### config.mk
export PLATFORM = sky130hd
export DESIGN_NAME = slot_pool_first_free
export DESIGN_NICKNAME = d
export VERILOG_FILES = /design/src/spff_pkg.sv /design/src/spff_cell.sv /design/src/slot_pool_first_free.sv
export SDC_FILE = /design/constraint.sdc
export NUM_CORES = 1
export LEC_CHECK = 0
export BUFFER_PORTS_ARGS = -buffer_cell sky130_fd_sc_hd__buf_2
export CAP_MARGIN = 10
export CORE_ASPECT_RATIO = 1.75
export CORE_UTILIZATION = 55
export CTS_CLUSTER_SIZE = 8
export DETAILED_ROUTE_END_ITERATION = 6
export PLACE_DENSITY = 0.77
export SLEW_MARGIN = 15
export SYNTH_ARGS = -nofsm -noshare
export SYNTH_HDL_FRONTEND = slang
export SYNTH_HIERARCHICAL = 1
export SYNTH_SLANG_ARGS = --single-unit
### constraint.sdc
create_clock -name i_clk -period 17.3 [get_ports i_clk]
set_clock_uncertainty 0.15 [all_clocks]
set_input_delay 1.73 -clock i_clk [delete_from_list [all_inputs] [get_ports i_clk]]
set_output_delay 1.73 -clock i_clk [all_outputs]
set_load 0.005 [all_outputs]
### src/spff_pkg.sv
// ============================================================================
// Slot pool package
// Shared constants, item types and cell interface structs for the first-free
// slot pool and its row of slot cells.
// ============================================================================
package spff_pkg;

    localparam int SLOTS      = 16;
    localparam int IDX_W      = (SLOTS > 1) ? $clog2(SLOTS) : 1;
    localparam int CFG_W      = 5;
    localparam int CMP_W      = (IDX_W + 1 > CFG_W) ? IDX_W + 1 : CFG_W;
    localparam int SLOT_OUT_W = 4;

    localparam logic [CFG_W-1:0] SLOTS_IN_USE_RST = CFG_W'(16);

    localparam logic REQ_WRITE = 1'b0;
    localparam logic REQ_READ  = 1'b1;

    typedef struct packed {
        logic [15:0] id;
        logic [7:0]  client;
        logic [7:0]  proxy;
        logic [7:0]  server;
        logic [7:0]  status;
    } t_record;

    typedef struct packed {
        logic        req_type;
        logic [15:0] op_id;
        logic [7:0]  op_client;
        logic [7:0]  op_proxy;
        logic [7:0]  op_server;
        logic [7:0]  op_status;
    } t_req_item;

    typedef struct packed {
        logic                  done_res;
        logic [SLOT_OUT_W-1:0] slot_index;
        logic [15:0]           out_id;
        logic [7:0]            out_client;
        logic [7:0]            out_proxy;
        logic [7:0]            out_server;
        logic [7:0]            out_status;
    } t_rsp_item;

    // Request broadcast to every cell while a search runs.
    typedef struct packed {
        logic    hold;
        logic    want_occ;
        t_record wrec;
    } t_cell_bus;

    // What a cell reports about the search token it holds.
    typedef struct packed {
        logic tok;
        logic hit;
        logic stop;
        logic pass;
    } t_cell_ctl;

endpackage

### src/spff_cell.sv
// ============================================================================
// Slot cell
// One slot of the pool: occupied bit, stored record and the search token
// that walks the row one cell per cycle while the row is not held.
// ============================================================================
module spff_cell
    import spff_pkg::*;
(
    input  logic             i_clk,
    input  logic             i_rst_n,
    input  logic [IDX_W-1:0] i_idx,
    input  logic [CFG_W-1:0] i_limit,
    input  t_cell_bus        i_bus,
    input  logic             i_tok,
    output t_cell_ctl        o_ctl,
    output t_record          o_rec
);

    logic    r_tok;
    logic    r_occ;
    t_record r_rec;
    logic    in_range;
    logic    match;

    assign in_range = CMP_W'(i_idx) < CMP_W'(i_limit);
    assign match    = (r_occ == i_bus.want_occ);

    assign o_ctl.tok  = r_tok;
    assign o_ctl.hit  = r_tok & in_range & match;
    assign o_ctl.stop = r_tok & ~in_range;
    assign o_ctl.pass = r_tok & in_range & ~match;
    assign o_rec      = r_rec;

    always_ff @(posedge i_clk) begin
        if (!i_rst_n) begin
            r_tok <= 1'b0;
            r_occ <= 1'b0;
        end else if (!i_bus.hold) begin
            r_tok <= i_tok;
            if (o_ctl.hit) begin
                r_occ <= ~i_bus.want_occ;
            end
        end
    end

    always_ff @(posedge i_clk) begin
        if (!i_bus.hold && o_ctl.hit && !i_bus.want_occ) begin
            r_rec <= i_bus.wrec;
        end
    end

endmodule

### src/slot_pool_first_free.sv
// ============================================================================
// Slot pool with first-free allocation
// Write stores a record in the lowest free slot; read returns and frees the
// lowest occupied slot.
// ============================================================================
// A request is answered by a token that walks the row of slot cells from slot
// zero, one cell per clock while the row is not held, until it meets a slot of
// the wanted kind, leaves the slots in use or runs off the end of the row. The
// next item can be accepted once the search has ended, whether a slot answers,
// the token leaves the slots in use or it runs off the end of the row. One item
// is in the row at a time; the result sits in an output register, and the next
// item is taken while it waits unless a finished search is held behind it, in
// which case the row stands still until the waiting result is taken.
module slot_pool_first_free
    import spff_pkg::*;
(
    input  logic             i_clk,
    input  logic             i_rst_n,
    input  logic             i_valid,
    input  t_req_item        i_item,
    output logic             o_stall,
    output logic             o_valid,
    output t_rsp_item        o_item,
    input  logic             i_stall,
    input  logic             i_cfg_we,
    input  logic [CFG_W-1:0] i_cfg_wdata
);

    logic             r_busy;
    logic             r_out_valid;
    logic [CFG_W-1:0] r_slots_in_use;
    t_req_item        r_req;
    t_rsp_item        r_out;
    t_rsp_item        n_out;

    t_cell_bus        bus;
    t_cell_ctl        ctl [SLOTS];
    t_record          rec [SLOTS];
    logic [SLOTS-1:0] tok_in;
    logic [SLOTS-1:0] tok_vec;
    logic [SLOTS-1:0] hit_vec;
    logic [SLOTS-1:0] stop_vec;
    logic             hold;
    logic             accept;
    logic             done;
    logic             hit_any;
    logic [IDX_W-1:0] idx_sel;
    t_record          rec_sel;

    // The row only stands still when a finished search cannot hand over.
    assign hold    = done & r_out_valid & i_stall;
    assign o_stall = r_busy;
    assign accept  = i_valid & ~o_stall;

    assign bus.hold        = hold;
    assign bus.want_occ    = (r_req.req_type == REQ_READ);
    assign bus.wrec.id     = r_req.op_id;
    assign bus.wrec.client = r_req.op_client;
    assign bus.wrec.proxy  = r_req.op_proxy;
    assign bus.wrec.server = r_req.op_server;
    assign bus.wrec.status = r_req.op_status;

    for (genvar g = 0; g < SLOTS; g++) begin : g_cell
        if (g == 0) begin : g_head
            assign tok_in[g] = accept;
        end else begin : g_link
            assign tok_in[g] = ctl[g-1].pass;
        end

        spff_cell u_cell (
            .i_clk   (i_clk),
            .i_rst_n (i_rst_n),
            .i_idx   (IDX_W'(g)),
            .i_limit (r_slots_in_use),
            .i_bus   (bus),
            .i_tok   (tok_in[g]),
            .o_ctl   (ctl[g]),
            .o_rec   (rec[g])
        );

        assign tok_vec[g]  = ctl[g].tok;
        assign hit_vec[g]  = ctl[g].hit;
        assign stop_vec[g] = ctl[g].stop;
    end

    assign hit_any = |hit_vec;
    assign done    = hit_any | (|stop_vec) | ctl[SLOTS-1].pass;

    // At most one cell hits, so the hitting cell's index and record are ORed.
    always_comb begin
        idx_sel = '0;
        rec_sel = '0;
        for (int k = 0; k < SLOTS; k++) begin
            if (hit_vec[k]) begin
                idx_sel = idx_sel | IDX_W'(k);
                rec_sel = rec_sel | rec[k];
            end
        end
    end

    always_comb begin
        n_out            = '0;
        n_out.done_res   = hit_any;
        n_out.slot_index = SLOT_OUT_W'(idx_sel);
        if (hit_any && r_req.req_type == REQ_READ) begin
            n_out.out_id     = rec_sel.id;
            n_out.out_client = rec_sel.client;
            n_out.out_proxy  = rec_sel.proxy;
            n_out.out_server = rec_sel.server;
            n_out.out_status = rec_sel.status;
        end
    end

    always_ff @(posedge i_clk) begin
        if (!i_rst_n) begin
            r_busy         <= 1'b0;
            r_out_valid    <= 1'b0;
            r_slots_in_use <= SLOTS_IN_USE_RST;
        end else begin
            if (i_cfg_we) begin
                r_slots_in_use <= i_cfg_wdata;
            end
            if (accept) begin
                r_busy <= 1'b1;
            end else if (done && !hold) begin
                r_busy <= 1'b0;
            end
            if (done && !hold) begin
                r_out_valid <= 1'b1;
            end else if (!i_stall) begin
                r_out_valid <= 1'b0;
            end
        end
    end

    always_ff @(posedge i_clk) begin
        if (accept) begin
            r_req <= i_item;
        end
        if (done && !hold) begin
            r_out <= n_out;
        end
    end

    assign o_valid = r_out_valid;
    assign o_item  = r_out;

    a_one_token: assert property (@(posedge i_clk) disable iff (!i_rst_n)
        $onehot0(tok_vec))
        else $error("more than one search token in the cell row");

    a_idle_no_token: assert property (@(posedge i_clk) disable iff (!i_rst_n)
        !r_busy |-> (tok_vec == '0))
        else $error("search token present while no item is in progress");

    a_accept_starts: assert property (@(posedge i_clk) disable iff (!i_rst_n)
        accept |=> (r_busy && tok_vec[0]))
        else $error("accepted item did not start a search at slot zero");

    a_miss_zero: assert property (@(posedge i_clk) disable iff (!i_rst_n)
        (o_valid && !o_item.done_res) |-> (o_item.slot_index == '0 && o_item.out_id == '0))
        else $error("result without a slot carries a non-zero index or record");

endmodule
Word-level counts from Yosys, hierarchy flattened
Cells that the tools add are included.

storage, ports and cells
  output and inout bits = 55
  logic and storage cells = 372
  register bits = 909
  bits of input ports = 59

operators by class
  reduce and logical (&&, ||, !) cells = 58
  multiplexer cells = 31
  equal/unequal tests = 17
  bitwise gates (word level) = 119
  magnitude comparators = 16

operator list
  kind                  count
  $mux W48              16
  $or A48 B48 Y48       15
  $and A1 B1 Y1         67
  $lt A4 B5 Y1 const A  8
  $not A1 Y1            35
  $logic_and A1 B1 Y1   34
  $reduce_and A2 Y1     16
  $reduce_or A16 Y1     2
  $lt A3 B5 Y1 const A  4
  $eq A1 B1 Y1          16
  $mux W3               4
  $lt A1 B5 Y1 const A  2
  $lt A2 B5 Y1 const A  2
  $mux W2               4
  $reduce_or A8 Y1      1
  $mux W1               7
  $reduce_or A4 Y1      1
  $logic_not A1 Y1      2
  $ne A2 B1 Y1 const B  1
  $or A1 B1 Y1          2
  $reduce_bool A2 Y1    1
  $reduce_or A2 Y1      1

Depth between registers and ports, before layout
Gate-level depths: netlist (run 1).

  depth in word-level cells = 34
  gate-level depth with buffers = 14
  gate-level depth less buffers = 13

By module
The synthesis (run 1) kept the hierarchy.

by module, submodules not included
  module                area an instance (µm²)  sequential area each (µm²)  cells each  times used
  spff_cell             1679.1                  1481.4                      77          16
  slot_pool_first_free  7722.4                  3203.1                      724         1

Least setup slack after synthesis (run 1)
OpenSTA, ideal clock, no wires.

  path type = flip-flop to flip-flop
  from = register r_req (netlist bit bus[48])
  to = register g_cell[0].u_cell.r_rec (netlist bit g_cell[0].u_cell/o_rec[0]) (enable)
  library setup time = 445 ps
  path slack = 11238 ps
  data arrival time = 5467 ps
  clock period less this slack = 6062 ps
  required time = 16705 ps
  stages on the path, launching flop included = 12
  buffers on the path = 1
  path through = edfxtp_1 xnor2_1 nand2_1 a21oi_1 buf_2 nor4_4 nand4_2 nor3_1 nor2_1 a211o_1 a31oi_2 nor3b_2

RTL lines
  element                   line                         text
  start: declaration        slot_pool_first_free.sv:32   t_req_item r_req;
  start signal: assignment  slot_pool_first_free.sv:138  r_req <= i_item;
  end signal: assignment    spff_cell.sv:48              r_rec <= i_bus.wrec;
  end: declaration          spff_cell.sv:21              t_record r_rec;

==> summary.md, run 1 <==
| Metric | Value |
|---|---|
| Tcrit/Tclk final | `0.331` |
| Initial detailed-routing violation count | `2385` |
| Number of diodes | `0` |
| Post-DP HPWL | `approximately 43000 µm` |
| Design Area, Final | `about 40000 µm²` |
| Avg Inst Size Synth | `17.8 µm²` |
| Hold_buf cts | `0` |
| R2r setup slk | `11580 ps` |
| Crit end category | `register` |
| Mapped Cells | `1940` |
| GRT overflow | `0` |
| Pleak | `12.8 nW` |
| Outcome | `complete, but fails checks` |
| Slew Viols, Final | `0` |
| P&R area growth vs syn | `16.2%` |
| Pin count of the biggest net entering global routing | `57` |
| Routed wire per std cell | `roughly 29 µm` |
| CTS sink cnt | `909` |
| CP required | `about 17000 ps` |
| RSZ-0062 raised after global routing | `no` |
| Reg2reg end | `g_cell[7].u_cell/o_rec[17]` |
| Peak supply drop | `about 90 µV` |
| Utilization after layout | `0.645` |
| Minimum clock period | `roughly 5700 ps` |
| Die Y-Extent | `333 µm` |
| I/O Pins | `114` |
| Worst EP arrival | `5850 ps` |
| Core ar. | `62100 µm²` |
| Critical-path top delay cell | `buf_4` |
| Die footprint | `~64000 µm²` |
| Placed Instance Area | `36500 µm²` |
| CP Cell Sequence | `inv_1 -> ha_1 -> nand2_1 -> o21ai_2 -> a21o_1 -> a21oi_4 -> buf_4 -> nor4_2 -> nand4_2 -> nor3_1 -> nor2_2 -> buf_4 -> a211o_1 -> a31oi_2 -> nor3b_4 -> buf_4` |
| Initial core utilization | `0.555` |
| Power Density | `122 nW/µm²` |
| Via density per instance | `6.69` |
| Chip width | `around 190 µm` |
| Yosys Warn Count | `6` |
| Gr usage total | `0.282` |
| Antenna-violating nets left | `0` |
| CTS buffer count | `~130` |
| CTS tree | `yes` |
| Drt drc | `1` |
| Max-Cap Viols | `0` |
| Final nets | `2301` |
| Most common cell on crit path | `buf_4` |
| Headroom to the max-slew limit | `0.293` |
| Crit path max fanout | `50` |
| FMAX | `175 MHz` |
| Resized cells post-CTS | `0` |
| Max incr delay on CP | `810 ps` |
| Buffers on Ports | `about 110` |
| Htree depth | `4` |
| Share of cells above drive strength 1 | `0.189` |
| Initial antenna violation count | `0` |
| Filler Cells Inserted | `4041` |
| FP Rows | `121` |
| Failing checks | `DRC` |
| GPL Wtd Cong | `0.810` |
| Post-CTS setup buffers | `0` |
| First-pass GRT wire length | `between 100000 and 150000 µm` |
| Synthesized area | `34500 µm²` |
| Placed insts | `around 2900` |
| R2r startpoint | `r_slots_in_use[1]` |
| Final Hold Vio Count | `0` |
| Clk_lat worst skew | `680 ps` |
| DR vias | `20200` |
| Worst Setup EP | `g_cell[7].u_cell/o_rec[17]` |
| TNS Setup | `0 ps` |
| Wirelength, routed | `between 80000 and 90000 µm` |
| Longest Clk Path Bufs | `3` |
| Vias in the first global route | `around 21000` |
| Least-Margin Pin Slew | `1060 ps` |
| Power Total | `4.88 mW` |
| Min-delay worst type | `register to register` |
| Worst Reg-to-Reg Cells | `16` |
| Hold Crit Depth | `2` |
| Worst setup path startpoint | `r_slots_in_use[1]` |
| Root buf cell | `clkbuf_16` |
| Pre-Repair DR Iteration Count | `7` |
| CP startpoint kind | `register` |
| # setup viols final | `0` |
| Clock slew at reported path FFs | `60 ps` |
| Layout Cells excl Fill | `3025` |
| Crit path kind | `register to register` |
## power breakdown
| group | leakage [nW] | total [mW] | internal, mW | switching (mW) |
|---|---|---|---|---|
| Combinational | 2.91 | 0.125 | 0.0420 | 0.0829 |
| Clock | 1.74 | 2.25 | 1.38 | 0.872 |
| Sequential | 8.19 | 2.51 | 2.46 | 0.0449 |
## state kept, by name, indices dropped and copies added, names as in the netlist
signal / flops
o_stall: 1
o_valid: 1
g_cell.u_cell/r_tok: 16
g_cell.u_cell/o_rec: 768
g_cell.u_cell/r_occ: 16
bus: 49
r_slots_in_use: 5
o_item: 53
## critical path: cells and delay by family (launching register included)
kind	cells	cell delay, ps
buffers and inverters	4	1590
AND/OR/NAND/NOR	6	1500
AO/OA/AOI/OAI	5	970
flip-flops	1	730
adder cells (fa/ha/maj)	1	290
## metal layers
layer / track usage / up-vias / wire length (µm)
met5: 0 / - / 0
met4: 0.160 / 0 / 4630
met3: 0.0441 / 320 / 8360
met2: 0.490 / 1448 / 45900
met1: 0.330 / 10100 / 29600
li1: - / 8411 / -
## layout make-up
| type | instances | area [µm²] | area share |
|---|---|---|---|
| well taps | 799 | 1000 | 0.0250 |
| repair buffers | 152 | 858 | 0.0214 |
| clock buffers | 152 | 3420 | 0.0854 |
| inverters | 80 | 300 | 0.00750 |
| clock inverters | 13 | 133 | 0.00331 |
| flip-flops and latches | 909 | 26900 | 0.672 |
| multi-input cells | 920 | 7420 | 0.185 |
## per-stage QoR
step | hold slack (ps) | setup WS [ps]
floorplan | 321 | 11240
global route | 389 | 11240
finish | 369 | 11580
global placement | 352 | 11840
CTS | 373 | 11620
detailed placement | 368 | 11710
## worst min path at each step
stage,startpoint,endpoint,slack (ps)
after floorplan,g_cell[0].u_cell/r_occ,g_cell[0].u_cell/r_occ,320
after global placement,g_cell[12].u_cell/r_occ,g_cell[12].u_cell/r_occ,350
after detailed placement,g_cell[13].u_cell/r_occ,g_cell[13].u_cell/r_occ,370
after CTS,g_cell[5].u_cell/r_occ,g_cell[5].u_cell/r_occ,370
after global routing,g_cell[13].u_cell/r_occ,g_cell[13].u_cell/r_occ,390
final,g_cell[5].u_cell/r_occ,g_cell[5].u_cell/r_occ,370
## cell usage in the layout (no fill, tap or decap), types with 17 or more instances in the layout
cell type  count
ha_1          48
a31oi_1       48
edfxtp_1     870
conb_1        64
a221oi_1     144
mux2i_1       37
buf_2        113
a22o_1       144
nand2_1       56
inv_1         48
buf_4         39
clkbuf_1      18
inv_2         32
a22oi_1       96
clkbuf_16    134
dfxtp_1       39
a21oi_4       17
nor2b_1       36
and3_1        48
(Power assumes the default switching activity.)
==> inputs of run 2 (changes only) <==
--- a/config.mk
+++ b/config.mk
@@ -11,7 +11,7 @@
 export CORE_UTILIZATION = 55
 export CTS_CLUSTER_SIZE = 8
 export DETAILED_ROUTE_END_ITERATION = 6
-export PLACE_DENSITY = 0.77
+export PLACE_DENSITY = 0.8
 export SLEW_MARGIN = 15
 export SYNTH_ARGS = -nofsm -noshare
 export SYNTH_HDL_FRONTEND = slang
==> constraint.sdc (replaced) <==
create_clock -name i_clk -period 5.1 [get_ports i_clk]
set_clock_uncertainty 0.15 [all_clocks]
set_input_delay 0.51 -clock i_clk [delete_from_list [all_inputs] [get_ports i_clk]]
set_output_delay 0.51 -clock i_clk [all_outputs]
set_load 0.005 [all_outputs]
==> run 2 against run 1 <==
  * The flow now finishes without violations
  * Via count up 4.0%
  * Sequential cell count unchanged
  * Non-clock buffer count up 64
  * Routed wire length up 4.4%
  * Sequential share of layout area down 1.4 points
  * Global-route usage up 1.1 points
  * Worst setup slack worse by 11000 ps
  * Sequential power rose to 3.4 times the previous value
  * Register-to-register slack worse by 11000 ps
  * Total power rose to 3.4 times the previous value
  * Die area unchanged
  * Cell count up 2.0%
  * Critical endpoint is now g_cell[9].u_cell/o_rec[17]
==> summary.md, run 2 (synthesis results as in run 1) <==
| Metric | Value |
|---|---|
| Outcome | `finished clean` |
| Crit end category | `register` |
| Peak supply drop | `roughly 340 µV` |
| Chip width | `approximately 190 µm` |
| Die footprint | `between 60000 and 70000 µm²` |
| Initial core utilization | `0.555` |
| Pleak | `13.2 nW` |
| I/O Pins | `approximately 110` |
| Antenna-violating nets left | `0` |
| Initial antenna violation count | `0` |
| Least-Margin Pin Slew | `1050 ps` |
| Slew Viols, Final | `0` |
| DR vias | `21100` |
| Die Y-Extent | `roughly 330 µm` |
| FMAX | `222 MHz` |
| Utilization after layout | `0.659` |
| RSZ-0062 raised after global routing | `no` |
| Clock slew at reported path FFs | `50 ps` |
| Power Density | `406 nW/µm²` |
| Layout Cells excl Fill | `between 3000 and 4000` |
| Clock power frac | `0.459` |
| R2r startpoint | `r_slots_in_use[2]` |
| Filler Cells Inserted | `roughly 3800` |
| Final Hold Vio Count | `0` |
| Via density per instance | `6.83` |
| Worst setup path startpoint | `r_slots_in_use[2]` |
| R2r setup slk | `590 ps` |
| Post-CTS setup buffers | `0` |
| Worst Setup EP | `g_cell[9].u_cell/o_rec[17]` |
| Combinational power share | `0.029` |
| FP Rows | `121` |
| CTS tree | `yes` |
| Crit path max fanout | `36` |
| Share of cells above drive strength 1 | `0.186` |
| Clk_lat worst skew | `670 ps` |
| Root buf cell | `clkbuf_16` |
| Headroom to the max-slew limit | `0.302` |
| Max FFs per register | `768` |
| CP required | `approximately 5300 ps` |
| CP startpoint kind | `register` |
| Crit path kind | `register to register` |
| CTS buffer count | `approximately 130` |
| Final nets | `2365` |
| Worst Reg-to-Reg Cells | `16` |
| Drt drc | `0` |
| Gr usage total | `0.293` |
| Vias in the first global route | `21900` |
| Net Sw Frac | `0.204` |
| Buffers on Ports | `between 100 and 150` |
| Longest Clk Path Bufs | `3` |
| # setup viols final | `0` |
| GPL Wtd Cong | `0.814` |
| P&R area growth vs syn | `18.6%` |
| Reg2reg end | `g_cell[9].u_cell/o_rec[17]` |
| Place WS | `~600 ps` |
| Sequential power share | `0.512` |
| Commonest non-fill, non-tap cell in the layout | `edfxtp_1` |
| Setup ws final | `590 ps` |
| Number of diodes | `0` |
| Pre-Repair DR Iteration Count | `5` |
| Wirelength, routed | `92400 µm` |
| Worst EP arrival | `roughly 4700 ps` |
| Most frequent cells in the layout | `edfxtp_1 (870), a22o_1 (144), a221oi_1 (144), clkbuf_16 (135), buf_2 (113)` |
| Routed wire per std cell | `30.0 µm` |
| CTS sink cnt | `909` |
| First-pass GRT wire length | `135000 µm` |
| Htree depth | `4` |
| Placed insts | `2870` |
| Internal power | `13.2 mW` |
| Switching power total | `3.38 mW` |
| Pin count of the biggest net entering global routing | `57` |
| Core ar. | `62100 µm²` |
| GRT overflow | `0` |
| Max-Cap Viols | `0` |
| Minimum clock period | `4510 ps` |
| Tcrit/Tclk final | `0.884` |
| Min-delay worst type | `input pin to register` |
| Post-DP HPWL | `42800 µm` |
| Min Hold Slack | `roughly 53 ps` |
| Initial detailed-routing violation count | `roughly 2800` |
==> run 2: critical path: stages (launching register included) <==
cell,delay [ps]
dfxtp_1,310
buf_4,170
inv_1,60
ha_1,230
a21oi_1,170
o21ai_2,90
a21o_1,240
and3_2,230
nor4_1,400
nand4_1,250
nor3_4,330
nor2_4,240
buf_4,220
a211o_1,230
a31oi_2,200
nor3b_4,280
buf_12,310
==> run 2: worst min-delay path by stage <==
stage                           start                     end  slack (ps)  cells after the start
4_1_cts                      i_cfg_we       r_slots_in_use[4]          20                      3
2_1_floorplan  g_cell[0].u_cell/r_occ  g_cell[0].u_cell/r_occ         320                      2
3_5_place_dp   g_cell[3].u_cell/r_occ  g_cell[3].u_cell/r_occ         360                      2
3_3_place_gp   g_cell[8].u_cell/r_occ  g_cell[8].u_cell/r_occ         350                      2
6_report                     i_cfg_we       r_slots_in_use[4]          50                      3
5_1_grt                      i_cfg_we       r_slots_in_use[4]         100                      3
==> run 2: metrics by stage <==
step / setup TNS (ps) / power, mW / cell area [µm²]
floorplan: -453260 / 8.82 / 34700
global placement: 0 / 9.03 / 36800
detailed placement: 0 / 9.07 / 36800
CTS: 0 / 16.6 / 40900
global route: 0 / 16.9 / 40900
finish: 0 / 16.6 / 40900
==> run 2: area by class of cell <==
cell class                 count  area (µm²)  share of cell area
inverter                      80         300             0.00735
tap                          799        1000              0.0245
timing repair buffer         216        1740              0.0425
clock inverter                 6        47.5             0.00116
sequential                   909       26900               0.658
multi-input combinational    920        7440               0.182
clock buffer                 154        3450              0.0844
==> run 2: power groups by stage <==
| stage | sequential [mW] | combinational [mW] | clock, mW |
|---|---|---|---|
| after CTS | 8.49 | 0.481 | 7.62 |
| after floorplan | 8.59 | 0.231 | 0 |
| after global routing | 8.50 | 0.527 | 7.90 |
| after global placement | 8.61 | 0.428 | 0 |
| after detailed placement | 8.62 | 0.445 | 0 |
| final | 8.49 | 0.487 | 7.60 |
==> run 2: layer usage <==
metal | up-vias | global-route usage | part of all wire
li1 | 8525 | - | -
met3 | 391 | 0.0543 | 0.11
met1 | 10400 | 0.349 | 0.33
met5 | - | 0 | 0
met2 | 1784 | 0.495 | 0.50
met4 | 0 | 0.169 | 0.057
==> run 2: timing repair <==
action / in CTS / in global routing
endpoints found under the hold margin: 54 / 0
gates resized for setup: 0 / 0
hold buffers: 54 / 0
==> inputs of run 3 (changes only) <==
--- a/config.mk
+++ b/config.mk
@@ -9,6 +9,7 @@
 export CAP_MARGIN = 10
 export CORE_ASPECT_RATIO = 1.75
 export CORE_UTILIZATION = 55
+export CTS_BUF_LIST = sky130_fd_sc_hd__clkbuf_4 sky130_fd_sc_hd__clkbuf_8
 export CTS_CLUSTER_SIZE = 8
 export DETAILED_ROUTE_END_ITERATION = 6
 export PLACE_DENSITY = 0.8
==> run 3 against run 2 <==
  * The flow now finishes with violations (DRC)
  * Sequential cell count unchanged
  * Worst setup slack worse by 47 ps
  * Combinational power about the same
  * Non-clock buffer count up 5
  * Total power down 14%
  * First-iteration DRC count down 15%
  * Sequential share of layout area up 2.0 points
  * Utilization down 1.9 points
  * Die area unchanged
  * Critical endpoint is now g_cell[9].u_cell/o_rec[16]
  * Largest cell class unchanged
==> summary.md, run 3 (synthesis results as in run 1) <==
| Metric | Value |
|---|---|
| Outcome | `complete, but fails checks` |
| Failing checks | `DRC` |
| Power Density | `about 360 nW/µm²` |
| Minimum clock period | `4560 ps` |
| Max FFs per register | `768` |
| Pre-Repair DR Iteration Count | `7` |
| GPL Wtd Cong | `between 0.8 and 0.9` |
| Antenna-violating nets left | `0` |
| Headroom to the max-slew limit | `0.309` |
| Core ar. | `between 60000 and 70000 µm²` |
| Placed Instance Area | `36800 µm²` |
| Stages on worst setup path | `16` |
| CTS tree | `yes` |
| Peak supply drop | `around 230 µV` |
| Min-delay worst type | `input pin to register` |
| Gr usage total | `0.278` |
| I/O Pins | `between 100 and 150` |
| Worst Reg-to-Reg Cells | `16` |
| Hold Crit Depth | `3` |
| # setup viols final | `0` |
| Design Area, Final | `39700 µm²` |
| CP startpoint kind | `register` |
| Max-Cap Viols | `0` |
| Slew Viols, Final | `0` |
| Busiest grt layer | `met2` |
| DR vias | `20600` |
| Pin count of the biggest net entering global routing | `57` |
| First-pass GRT wire length | `128000 µm` |
| Filler Cells Inserted | `4030` |
| Buffers on Ports | `113` |
| Wirelength, routed | `88000 µm` |
| R2r startpoint | `r_slots_in_use[2]` |
| Vias in the first global route | `21300` |
| Initial antenna violation count | `2` |
| Drt drc | `2` |
| Least-Margin Pin Slew | `1030 ps` |
| Final Hold Vio Count | `0` |
| Initial core utilization | `0.555` |
| Via density per instance | `around 6.6` |
| Root buf cell | `clkbuf_8` |
| R2r setup slk | `between 500 and 600 ps` |
| Met2 Use GR | `0.471` |
| Die Y-Extent | `333 µm` |
| Layout Cells excl Fill | `3112` |
| Post-DP HPWL | `around 43000 µm` |
| FP Rows | `121` |
| Worst EP arrival | `about 4800 ps` |
| Resized cells post-CTS | `0` |
| Crit path kind | `register to register` |
| CTS sink cnt | `909` |
| Share of cells above drive strength 1 | `0.200` |
| Crit end category | `register` |
| Routed wire per std cell | `around 28 µm` |
| Critical-path top delay cell | `nor4_1` |
| Commonest non-fill, non-tap cell in the layout | `edfxtp_1` |
| Reg2reg end | `g_cell[9].u_cell/o_rec[16]` |
| CP required | `5340 ps` |
| Power Total | `between 10 and 15 mW` |
| Initial detailed-routing violation count | `2354` |
| Placed insts | `around 2900` |
| RSZ-0062 raised after global routing | `no` |
| CP Cell Sequence | `buf_4 -> inv_1 -> ha_1 -> a21oi_1 -> o21ai_2 -> a21o_1 -> and3_2 -> nor4_1 -> nand4_1 -> nor3_4 -> nor2_4 -> buf_4 -> a211o_1 -> a31oi_2 -> nor3b_4 -> buf_12` |
| Tcrit/Tclk final | `0.893` |
| Hold Crit Start | `i_stall` |
| Delay-heaviest family, CP | `simple AND/OR/NAND/NOR gates` |
| CTS buffer count | `135` |
| Most common cell on crit path | `buf_4` |
| Clk_lat worst skew | `750 ps` |
| CP Buf/Inv Count | `4` |
| Crit path max fanout | `36` |
| Most frequent cells in the layout | `edfxtp_1 (870), a22o_1 (144), a221oi_1 (144), clkbuf_8 (144), buf_2 (113)` |
| FMAX | `219 MHz` |
| Clock slew at reported path FFs | `60 ps` |
| GRT met3 Usage | `0.0547` |
| M1 GR Usage | `0.329` |
| Die footprint | `63700 µm²` |
| GRT overflow | `0` |
| Max incr delay on CP | `410 ps` |
| Htree depth | `4` |
| Pleak | `12.6 nW` |
| Hold Path Sink | `o_stall` |
| Chip width | `191 µm` |
| Longest Clk Path Bufs | `3` |
| Final nets | `2374` |
| P&R area growth vs syn | `15.1%` |
-- run 3: cell count changes in the layout (fill, tap and decap cells not counted), sizes merged --
| cell | change |
|---|---|
| inv | -2 |
| clkbuf | +13 |
| clkinvlp | +5 |
| clkinv | +6 |
| diode | +1 |
| dlygate4sd3 | +5 |
-- run 3: metrics by stage --
stage | util | TNS, ps | worst slack (ps) | hold WS [ps]
2_1_floorplan | - | -453260 | -558 | 321
3_3_place_gp | 0.594 | 0 | 654 | 353
3_5_place_dp | 0.594 | 0 | 596 | 361
4_1_cts | 0.639 | 0 | 525 | 25.4
5_1_grt | 0.639 | 0 | 338 | 53.4
6_report | 0.639 | 0 | 543 | 61.0
-- run 3: metal layers --
layer	vias up	routed length, µm
li1	8546	-
met1	10100	29100
met2	1595	44600
met3	346	9650
met4	2	4680
met5	-	17
-- run 3: area by class of cell --
cell class	instances	area [µm²]	area share
clock inverter	15	93.8	0.00236
sequential	909	26900	0.678
multi-input combinational	920	7440	0.188
inverter	80	300	0.00757
antenna	1	2.50	0.0000631
timing repair buffer	221	1790	0.0450
clock buffer	167	2150	0.0543
tap	799	1000	0.0252
-- run 3: worst max path at each step --
stage / startpoint / endpoint / slack, ps
CTS: r_slots_in_use[2] / g_cell[9].u_cell/o_rec[16] / 520
detailed placement: r_slots_in_use[2] / g_cell[9].u_cell/o_rec[24] / 600
global route: r_slots_in_use[2] / g_cell[9].u_cell/o_rec[22] / 340
finish: r_slots_in_use[2] / g_cell[9].u_cell/o_rec[16] / 540
global placement: r_slots_in_use[2] / g_cell[9].u_cell/o_rec[16] / 650
floorplan: bus[48] / g_cell[1].u_cell/o_rec[0] / -560
-- run 3: timing repair --
item	4_1_cts	5_1_grt
setup buffers	0	0
endpoints found under the hold margin	54	0
hold buffers	59	0
-- run 3: power by group --
part / total, mW / internal [mW] / switching, mW
combinational: 0.487 / 0.184 / 0.303
clock: 5.30 / 2.71 / 2.59
sequential: 8.47 / 8.33 / 0.137
-- run 3: worst min-delay path, stage by stage --
cell and delay, ps:
buf_2 130, nand2_1 160, o211ai_2 100
